**config.mk**
```make
export PLATFORM = sky130hd
export DESIGN_NAME = positional_ordered_list_core
export DESIGN_NICKNAME = d
export VERILOG_FILES = /design/src/pol_pkg.sv /design/src/positional_ordered_list_core.sv /design/src/pol_cell.sv
export SDC_FILE = /design/constraint.sdc
export NUM_CORES = 2
export LEC_CHECK = 0
export ABC_CLOCK_PERIOD_IN_PS = 5100
export BUFFER_PORTS_ARGS = -buffer_cell sky130_fd_sc_hd__buf_2
export CAP_MARGIN = 40
export CELL_PAD_IN_SITES_DETAIL_PLACEMENT = 0
export CELL_PAD_IN_SITES_GLOBAL_PLACEMENT = 1
export CORE_MARGIN = 1.5
export CORE_UTILIZATION = 49
export CTS_BUF_LIST = sky130_fd_sc_hd__clkbuf_4
export CTS_CLUSTER_SIZE = 25
export DETAILED_ROUTE_END_ITERATION = 7
export GPL_ROUTABILITY_DRIVEN = 0
export PLACE_DENSITY = 0.84
export SETUP_SLACK_MARGIN = 0.05
export SLEW_MARGIN = 20
export SYNTH_ARGS = -nofsm -noshare
export SYNTH_HDL_FRONTEND = slang
export SYNTH_HIERARCHICAL = 1
export SYNTH_SLANG_ARGS = --single-unit
```
**constraint.sdc**
```tcl
create_clock -name clk -period 5.1 [get_ports clk]
set_clock_uncertainty 0.05 [all_clocks]
set_input_delay 0.51 -clock clk [delete_from_list [all_inputs] [get_ports clk]]
set_output_delay 0.51 -clock clk [all_outputs]
set_load 0.02 [all_outputs]
```
**src/pol_pkg.sv**
```systemverilog
// ----------------------------------------------------------------------------
// pol_pkg: shared types and codes for the positional ordered list
// Operation, status and cell-control codes, field widths.
// ----------------------------------------------------------------------------
package pol_pkg;

  localparam int VALUE_W = 32;
  localparam int POS_W   = 8;
  localparam int IDX_W   = 6;
  localparam int FUNC_W  = 2;
  localparam int STAT_W  = 2;

  typedef logic [VALUE_W-1:0] value_t;
  typedef logic [FUNC_W-1:0]  func_t;
  typedef logic [STAT_W-1:0]  status_t;

  localparam func_t FUNC_INSERT = 2'd0;
  localparam func_t FUNC_DELETE = 2'd1;
  localparam func_t FUNC_DUMP   = 2'd2;

  localparam status_t STATUS_OK    = 2'd0;
  localparam status_t STATUS_RANGE = 2'd1;
  localparam status_t STATUS_FULL  = 2'd2;

  typedef logic [2:0] cell_op_t;

  localparam cell_op_t CELL_HOLD  = 3'd0;
  localparam cell_op_t CELL_LOAD  = 3'd1;
  localparam cell_op_t CELL_LEFT  = 3'd2;
  localparam cell_op_t CELL_RIGHT = 3'd3;
  localparam cell_op_t CELL_HEAD  = 3'd4;

endpackage

```
**src/positional_ordered_list_core.sv**
```systemverilog
// ----------------------------------------------------------------------------
// positional_ordered_list_core: ordered list of signed 32-bit entries
// Insert, delete and dump by 1-based position over a chain of cells.
// ----------------------------------------------------------------------------
// The list lives in a row of CAPACITY cells; an insert or delete shifts every
// affected cell by one place at once, so such a word gives one result word.
// A dump emits one result word per entry (one word for an empty list) by
// rotating the occupied cells past the head one place a cycle while the
// result register is free; the input is held off until the final dump word
// has been registered. A result register parts the two sides: a new input
// word is taken in the cycle its predecessor's result is taken. Status codes:
// 0 ok, 1 position out of range or unknown operation, 2 list full. Counts and
// indices are reported modulo 64.
// ----------------------------------------------------------------------------
module positional_ordered_list_core #(
  parameter int CAPACITY = 32
) (
  input  logic        clk,
  input  logic        rst_n,
  input  logic        in_tvalid,
  output logic        in_tready,
  input  logic [39:0] in_tdata,   // position[7:0], value[39:8]
  input  logic [1:0]  in_tuser,   // func[1:0]
  output logic        out_tvalid,
  input  logic        out_tready,
  output logic [47:0] out_tdata,  // status[1:0], entry_value[33:2],
                                  // entry_index[39:34], entry_count[45:40]
  output logic        out_tuser,  // item_valid[0]
  output logic        out_tlast
);
  import pol_pkg::*;

  localparam int CW = $clog2(CAPACITY + 1);
  localparam int IW = $clog2(CAPACITY);
  localparam logic [8:0] CAP9 = 9'(CAPACITY);

  localparam logic ST_IDLE = 1'b0;
  localparam logic ST_DUMP = 1'b1;

  logic            state_r,    state_nxt;
  logic [CW-1:0]   occ_r,      occ_nxt;
  logic [IW-1:0]   dump_idx_r, dump_idx_nxt;
  logic            out_valid_r, out_valid_nxt;
  status_t         out_status_r, out_status_nxt;
  logic            out_item_r,   out_item_nxt;
  value_t          out_value_r,  out_value_nxt;
  logic [IDX_W-1:0] out_index_r, out_index_nxt;
  logic [IDX_W-1:0] out_count_r, out_count_nxt;
  logic            out_last_r,   out_last_nxt;

  func_t           in_func;
  logic [POS_W-1:0] in_pos;
  value_t          in_val;
  logic [8:0]      pos9, occ9, idx9;
  logic            out_free, accept, dump_step, rotate;
  logic            ins_range, ins_full, ins_ok;
  logic            del_nop, del_range, del_ok;
  logic            do_ins, do_del;

  value_t          cell_q [CAPACITY];
  cell_op_t        cell_op [CAPACITY];

  assign in_func = in_tuser;
  assign in_pos  = in_tdata[7:0];
  assign in_val  = in_tdata[39:8];

  assign pos9 = {1'b0, in_pos};
  assign occ9 = 9'(occ_r);
  assign idx9 = 9'({1'b0, dump_idx_r} + 1'b1);

  assign out_free  = !out_valid_r || out_tready;
  assign in_tready = (state_r == ST_IDLE) && out_free;
  assign accept    = in_tvalid && in_tready;
  assign dump_step = (state_r == ST_DUMP) && out_free;

  assign ins_range = (pos9 == 9'd0) || (pos9 > occ9 + 9'd1);
  assign ins_full  = occ9 >= CAP9;
  assign ins_ok    = !ins_range && !ins_full;
  assign del_nop   = (pos9 == 9'd1) && (occ9 == 9'd0);
  assign del_range = (pos9 == 9'd0) || (pos9 > occ9);
  assign del_ok    = !del_nop && !del_range;

  assign do_ins = accept && (in_func == FUNC_INSERT) && ins_ok;
  assign do_del = accept && (in_func == FUNC_DELETE) && del_ok;
  assign rotate = (accept && (in_func == FUNC_DUMP) && (occ9 != 9'd0)) || dump_step;

  for (genvar i = 0; i < CAPACITY; i++) begin : g_cell
    localparam logic [8:0] I1 = 9'(i + 1);
    value_t left_val;
    value_t right_val;

    if (i == 0) begin : g_first
      assign left_val = cell_q[i];
    end else begin : g_mid_l
      assign left_val = cell_q[i-1];
    end
    if (i == CAPACITY - 1) begin : g_last
      assign right_val = cell_q[i];
    end else begin : g_mid_r
      assign right_val = cell_q[i+1];
    end

    always_comb begin
      if (do_ins) begin
        if (pos9 == I1)     cell_op[i] = CELL_LOAD;
        else if (pos9 < I1) cell_op[i] = CELL_LEFT;
        else                cell_op[i] = CELL_HOLD;
      end else if (do_del) begin
        cell_op[i] = (pos9 <= I1) ? CELL_RIGHT : CELL_HOLD;
      end else if (rotate) begin
        cell_op[i] = (occ9 == I1) ? CELL_HEAD : CELL_RIGHT;
      end else begin
        cell_op[i] = CELL_HOLD;
      end
    end

    pol_cell u_cell (
      .clk       (clk),
      .op        (cell_op[i]),
      .load_val  (in_val),
      .left_val  (left_val),
      .right_val (right_val),
      .head_val  (cell_q[0]),
      .q         (cell_q[i])
    );
  end

  always_comb begin
    state_nxt      = state_r;
    occ_nxt        = occ_r;
    dump_idx_nxt   = dump_idx_r;
    out_valid_nxt  = out_valid_r && !out_tready;
    out_status_nxt = out_status_r;
    out_item_nxt   = out_item_r;
    out_value_nxt  = out_value_r;
    out_index_nxt  = out_index_r;
    out_count_nxt  = out_count_r;
    out_last_nxt   = out_last_r;

    if (accept) begin
      out_valid_nxt  = 1'b1;
      out_item_nxt   = 1'b0;
      out_value_nxt  = '0;
      out_index_nxt  = '0;
      out_last_nxt   = 1'b1;
      out_status_nxt = STATUS_OK;
      out_count_nxt  = IDX_W'(occ_r);
      case (in_func)
        FUNC_INSERT: begin
          if (ins_range) begin
            out_status_nxt = STATUS_RANGE;
          end else if (ins_full) begin
            out_status_nxt = STATUS_FULL;
          end else begin
            occ_nxt       = CW'(occ9 + 9'd1);
            out_count_nxt = IDX_W'(occ9 + 9'd1);
          end
        end
        FUNC_DELETE: begin
          if (del_range && !del_nop) begin
            out_status_nxt = STATUS_RANGE;
          end else if (del_ok) begin
            occ_nxt       = CW'(occ9 - 9'd1);
            out_count_nxt = IDX_W'(occ9 - 9'd1);
          end
        end
        FUNC_DUMP: begin
          if (occ9 != 9'd0) begin
            out_item_nxt  = 1'b1;
            out_value_nxt = cell_q[0];
            out_index_nxt = IDX_W'(1);
            out_last_nxt  = (occ9 == 9'd1);
            dump_idx_nxt  = IW'(1);
            if (occ9 != 9'd1) state_nxt = ST_DUMP;
          end
        end
        default: begin
          out_status_nxt = STATUS_RANGE;
        end
      endcase
    end else if (dump_step) begin
      out_valid_nxt  = 1'b1;
      out_status_nxt = STATUS_OK;
      out_item_nxt   = 1'b1;
      out_value_nxt  = cell_q[0];
      out_index_nxt  = IDX_W'(idx9);
      out_count_nxt  = IDX_W'(occ_r);
      out_last_nxt   = (idx9 == occ9);
      dump_idx_nxt   = IW'(idx9);
      if (idx9 == occ9) state_nxt = ST_IDLE;
    end
  end

  always_ff @(posedge clk) begin
    if (!rst_n) begin
      state_r     <= ST_IDLE;
      occ_r       <= '0;
      dump_idx_r  <= '0;
      out_valid_r <= 1'b0;
    end else begin
      state_r     <= state_nxt;
      occ_r       <= occ_nxt;
      dump_idx_r  <= dump_idx_nxt;
      out_valid_r <= out_valid_nxt;
    end
  end

  always_ff @(posedge clk) begin
    out_status_r <= out_status_nxt;
    out_item_r   <= out_item_nxt;
    out_value_r  <= out_value_nxt;
    out_index_r  <= out_index_nxt;
    out_count_r  <= out_count_nxt;
    out_last_r   <= out_last_nxt;
  end

  assign out_tvalid = out_valid_r;
  assign out_tdata  = {2'b00, out_count_r, out_index_r, out_value_r, out_status_r};
  assign out_tuser  = out_item_r;
  assign out_tlast  = out_last_r;

endmodule

```
**src/pol_cell.sv**
```systemverilog
// ----------------------------------------------------------------------------
// pol_cell: one storage cell of the list chain
// Holds one entry; takes a new value, a neighbour's value or the head value.
// ----------------------------------------------------------------------------
module pol_cell (
  input  logic              clk,
  input  pol_pkg::cell_op_t op,
  input  pol_pkg::value_t   load_val,
  input  pol_pkg::value_t   left_val,
  input  pol_pkg::value_t   right_val,
  input  pol_pkg::value_t   head_val,
  output pol_pkg::value_t   q
);
  import pol_pkg::*;

  value_t val_r;
  value_t val_nxt;

  always_comb begin
    case (op)
      CELL_HOLD:  val_nxt = val_r;
      CELL_LOAD:  val_nxt = load_val;
      CELL_LEFT:  val_nxt = left_val;
      CELL_RIGHT: val_nxt = right_val;
      CELL_HEAD:  val_nxt = head_val;
      default:    val_nxt = val_r;
    endcase
  end

  always_ff @(posedge clk) begin
    val_r <= val_nxt;
  end

  assign q = val_r;

endmodule

```
# Yosys cells after proc, flatten, opt, wreduce, memory -nomap -nowiden
# Index checks and enable logic that the tools add are counted.
dict set report word_totals {
  output_inout_bits 52
  regBits 1085
  inputBits 46
  wordCells 671
}
dict set report classes {
  reduce_logical 65
  n_bitwise 1
  mux 297
  n_eq_ne 196
  n_lt_le_gt_ge 67
  add_sub_neg 3
}
# cell count
set ops {}
lappend ops {{32-bit case mux with 4 select lines} 29}
lappend ops {{3-bit 2-to-1 mux} 128}
lappend ops {{2-bit 2-to-1 mux} 100}
lappend ops {{32-bit case mux with 3 select lines} 2}
lappend ops {{3-bit by 2-bit == test with 1-bit output, second input constant} 62}
lappend ops {{8-bit by 5-bit == test with 1-bit output, second input constant} 16}
lappend ops {{8-bit by 5-bit less-or-equal comparator with 1-bit output, second input constant} 16}
lappend ops {{8-bit by 5-bit < comparator with 1-bit output, second input constant} 16}
lappend ops {{32-bit 2-to-1 mux} 4}
lappend ops {{4-bit nonzero test} 29}
lappend ops {{3-bit by 1-bit == test with 1-bit output, second input constant} 32}
lappend ops {{6-bit by 5-bit == test with 1-bit output, second input constant} 16}
lappend ops {{3-bit == test, second input constant} 31}
lappend ops {{8-bit by 4-bit == test with 1-bit output, second input constant} 8}
lappend ops {{8-bit by 4-bit less-or-equal comparator with 1-bit output, second input constant} 8}
lappend ops {{8-bit by 4-bit < comparator with 1-bit output, second input constant} 8}
lappend ops {{32-bit case mux with 2 select lines} 1}
lappend ops {{6-bit by 4-bit == test with 1-bit output, second input constant} 8}
lappend ops {{6-bit 2-to-1 mux} 8}
lappend ops {{8-bit by 3-bit == test with 1-bit output, second input constant} 4}
lappend ops {{8-bit by 3-bit less-or-equal comparator with 1-bit output, second input constant} 4}
lappend ops {{8-bit by 3-bit < comparator with 1-bit output, second input constant} 4}
lappend ops {{6-bit by 3-bit == test with 1-bit output, second input constant} 4}
lappend ops {{5-bit 2-to-1 mux} 4}
lappend ops {{other kinds (38)} 87}

# Logic depth before layout (Yosys ltp)
dict set report logic_depth {
  ltp_word 13
  mapped_depth 19
  ltp_nobuf 14
}

# Hierarchy
# Netlist, hierarchy kept.
# mod n_inst cells_each seq_area_each_um2 area_per_inst_um2
set modules_own_cells {}
lappend modules_own_cells {pol_cell 32 147 960.9 1905.6}
lappend modules_own_cells {positional_ordered_list_core 1 618 1701.6 4802.1}

# Worst setup path after synthesis
# No wires, ideal clock.
dict set report synth_path {
  path_kind {register to register}
  start {register occ_r[0]}
  end {register g_cell[6].u_cell.val_r[0], enable pin}
  path_slack_ps -490
  setup_ps 436
  arrival_ps 5104
  synth_period_minus_slack_ps 5590
  t_required_ps 4614
  path_buffers 3
  stages_incl_launch_ff 17
  path_cell_list {dfxtp_1 ha_1 clkbuf_1 inv_1 nor2_1 nand3_1 ha_1 nand3b_1 nor2_1 nand4_1 a2111oi_1 buf_2 nand2_1 o211ai_1 buf_2 nor2_4 xnor2_1}
}
# element line
set synth_lines {}
lappend synth_lines {{start, declared} positional_ordered_list_core.sv:41} ;# logic [CW-1:0] occ_r, occ_nxt;
lappend synth_lines {{start signal, assigned} positional_ordered_list_core.sv:202} ;# occ_r <= occ_nxt;
lappend synth_lines {{end signal, assigned} pol_cell.sv:31} ;# val_r <= val_nxt;
lappend synth_lines {{end, declared} pol_cell.sv:16} ;# value_t val_r;

==> qor.yml <==
yosys:
  synth_adder_area_share: 0.00342
  syn_inst: 5322
  synth_seq_cells: 1085
  synth.distinct_cells: 68
  ys_seq_area_frac: 0.493
  synth_edf_count: 1072
  synth_compound_area_frac: 0.198
  synthMuxAreaShare: 0.156
  ys.flop_type: "edfxtp_1"
  synth-xor-area-share: 0.00612
  synth-async-reset-ratio: 0
  syn_area_per_cell_um2: 12.4
  synth_top_family_by_area: "compound AO/OA/AOI/OAI gates"
  synth_area_um2: 65800
  yosys.area_share.simple: 0.0906
  ys_warn_count: 6
sta:
  whs_ns: 0.0820
  rsz0062_at_grt: "no"
  hold_viol: 0
  setup_tns_ns: 0
  relSlewSlack: 0.351
  tightest_slew_ns: 0.974
  timing.fmax_ghz: 0.207
  slew_violations: 0
  setup_viol: 0
  finalCritPeriodShare: 0.947
  fin_crit_ns: 4.83
clock_tree:
  post_cts_buffers: 0
  clock_sinks: 1085
  clock_path_buffers: 4
  numCtsBuffers: 310
  clk_latency_ns: 1.28
  cts-root-buf: "clkbuf_4"
  clk_pin_slew_ns: 0.07
  h-tree-depth: 5
  cts_tree: "done"
outcome:
  status: "finished clean"
setup_path:
  crit_path_start_kind: "flip-flop"
  crit_chain: "buf_4 > inv_1 > ha_1 > and4b_1 > a31oi_1 > or4_1 > or3_1 > or2_2 > nand3_1 > nor2b_2 > buf_4 > nand2_1 > o221a_1"
  cpPeakStageDelay_ns: 0.71
  path_class: "reg -> reg"
  cp_data_arrival_time_ns: 5.77
  required_ns: 6.04
  endpoint_kind: "flip-flop"
  slowest_stage: "or3_1"
  cp_max_fo: 32
  crit_top_cell: "buf_4"
power:
  switching_share: 0.263
  irDropWorstVdd_v: 0.000248
  power_frac_comb: 0.107
  p_seq_frac: 0.507
  clkPwrFrac: 0.387
  p_sw_mw: 5.41
  power.total_mw: 20.6
  p_leak_nw: 21.2
  pwr_density_cell_nw_per_um2: 279
  p_int_mw: 15.2
global_route:
  antenna_found_initial: 3
  grt_pass1_vias: 51800
  grt.overflow.total: 0
  grt_usage: 0.360
  grt_start_max_net_pins: 37
  grt_pass1_wl_um: 363000
drt:
  wl_per_cell_um: 33.6
  ant_nets: 0
  routed_wl_um: 253000
  vias: 53900
  route.detailed.drc: 0
  via_per_inst: 7.15
  dr.pass1.iters: 7
  drt_iter0_markers: 8481
layout:
  drive_gt1_frac: 0.178
  n_fill_cell: 11100
  final_area_um2: 73700
  fin_nets: 5630
  area.growth.synth_to_final_pct: 12.0
  stdcell_count: 7531
placement:
  post_dp_cell_area_um2: 69500
  dp_hpwl_um: 163000
  io_buffer_count: 95
  placedCellCount: 6969
floorplanning:
  dieArea_um2: 136000
  core_area_um2: 133000
  start_util: 0.494
  num_io_pins: 98
  rows: 134
  fp.dieW_um: 369
  die_h_um: 369
min_path:
  hold_class: "in -> reg"
run:
  maxCapViolations: 0
-- critical path: cells and delay by family, from the launching register on --
kind            cells  cell delay [ns]
compound gates      2             0.23
fa+ha+maj           1             0.34
buf+inv             3             0.88
flops               1             0.42
simple gates        7             2.61
-- cells in the mapped netlist, types with 4 or more instances --
| library cell | instances | area share |
|---|---|---|
| or3_1 | 9 | 0.00086 |
| nor2_4 | 32 | 0.0055 |
| nor3_1 | 20 | 0.0015 |
| o221a_1 | 1024 | 0.18 |
| o221ai_1 | 5 | 0.00067 |
| inv_1 | 15 | 0.00086 |
| nor4_1 | 6 | 0.00057 |
| nand3_1 | 47 | 0.0036 |
| and3_1 | 5 | 0.00048 |
| a21oi_1 | 42 | 0.0032 |
| nand4_1 | 7 | 0.00067 |
| xnor2_1 | 43 | 0.0057 |
| mux2i_1 | 1027 | 0.16 |
| buf_2 | 134 | 0.010 |
| o211ai_1 | 5 | 0.00057 |
| buf_6 | 128 | 0.022 |
| clkbuf_1 | 72 | 0.0041 |
| buf_4 | 34 | 0.0039 |
| dfxtp_1 | 13 | 0.0040 |
| a21o_1 | 4 | 0.00046 |
| nor2b_1 | 71 | 0.0068 |
| or2_2 | 4 | 0.00038 |
| nor2_1 | 69 | 0.0039 |
| a21o_4 | 32 | 0.0073 |
| o31ai_1 | 4 | 0.00046 |
| o21ai_0 | 48 | 0.0037 |
| edfxtp_1 | 1072 | 0.49 |
| nand2b_1 | 6 | 0.00057 |
| nand2_1 | 1122 | 0.064 |
| o311ai_0 | 7 | 0.00093 |
| ha_1 | 18 | 0.0034 |
| a31oi_1 | 15 | 0.0014 |
| buf_1 | 66 | 0.0038 |
| clkbuf_4 | 64 | 0.0073 |
| or4_1 | 4 | 0.00046 |
-- final timing paths --
check             slack, ns                      end  depth (start not counted)     startpoint
setup / recovery       0.27  g_cell[29].u_cell/q[10]                         13       occ_r[3]
hold / removal         0.08   g_cell[6].u_cell/q[27]                          2   in_tdata[35]
setup reg to reg       0.27  g_cell[29].u_cell/q[10]                         13       occ_r[3]
hold reg to reg        0.45            dump_idx_r[4]                          2  dump_idx_r[4]
-- metrics by stage --
stage | utilization | worst slack, ns
after floorplan | - | 0.253
after global placement | 0.515 | 0.338
after detailed placement | 0.521 | 0.297
after CTS | 0.552 | 0.309
after global routing | 0.553 | 0.102
final | 0.553 | 0.269
-- registers in the layout, indices dropped and copies added, names as in the netlist --
name             count
out_tlast            1
occ_r                6
g_cell.u_cell/q   1024
out_tvalid           1
out_value_r         32
out_index_r          6
out_tuser            1
out_status_r         2
out_count_r          6
state_r              1
dump_idx_r           5
-- kinds of logic after synthesis --
logic type / after synthesis
xor gates and xnor gates: 46
other: 1
and+or+nand+nor: 1413
AOI/OAI and AO/OA: 1216
buffers and inverters: 516
adders and majority gates: 18
muxes: 1027
DFF: 1085
-- layout by cell type (no fill, tap or decap), types with 7 or more instances in the layout --
cell type,Yosys,routed
buf_2,134,98
clkinv_1,2,36
buf_8,0,12
nand4_1,7,7
o221a_1,1024,1024
nor2_1,69,66
buf_12,0,87
clkbuf_4,64,457
xnor2_4,0,32
edfxtp_1,1072,1072
nand3_1,47,43
or3_1,9,9
a31oi_1,15,15
nor3_1,20,17
a21oi_1,42,40
nor2_4,32,34
nand2_1,1122,1120
o21ai_0,48,37
mux2i_1,1027,1027
xnor2_1,43,11
nor2b_1,71,39
inv_1,15,15
nor2b_2,0,32
buf_16,0,7
ha_1,18,18
o21ai_4,0,10
dfxtp_1,13,13
diode_2,0,9
a21o_4,32,32
dlygate4sd3_1,0,45
buf_4,34,177
-- power groups by stage --
stage	registers [mW]	logic (mW)	clock network, mW
6_report	10.4	2.19	7.96
4_1_cts	10.4	2.10	8.00
3_5_place_dp	10.6	2.07	0
5_1_grt	10.4	2.27	8.41
3_3_place_gp	10.6	1.93	0
2_1_floorplan	10.5	1.25	0
-- layer usage --
metal	wire, µm	share of wire	GRT usage
met5	0	0	0
met2	107000	0.42	0.523
met3	35800	0.14	0.104
met4	18800	0.074	0.242
met1	90800	0.36	0.465
-- area by class of cell --
class,instances,area [µm²],area share
diodes,9,22.5,0.000306
repair buffers,430,4420,0.0600
multi-input cells,3722,30900,0.419
inverters,17,63.8,0.000866
well taps,1768,2210,0.0300
clock inverters,45,200,0.00272
flip-flops and latches,1085,32500,0.441
clock buffers,455,3420,0.0464
-- what timing repair did --
action,in CTS,in global routing
hold endpoints to repair,638,9
hold buffers,44,1
gates resized for setup,0,1
setup endpoints to repair,0,2
(Power assumes the default switching activity.)
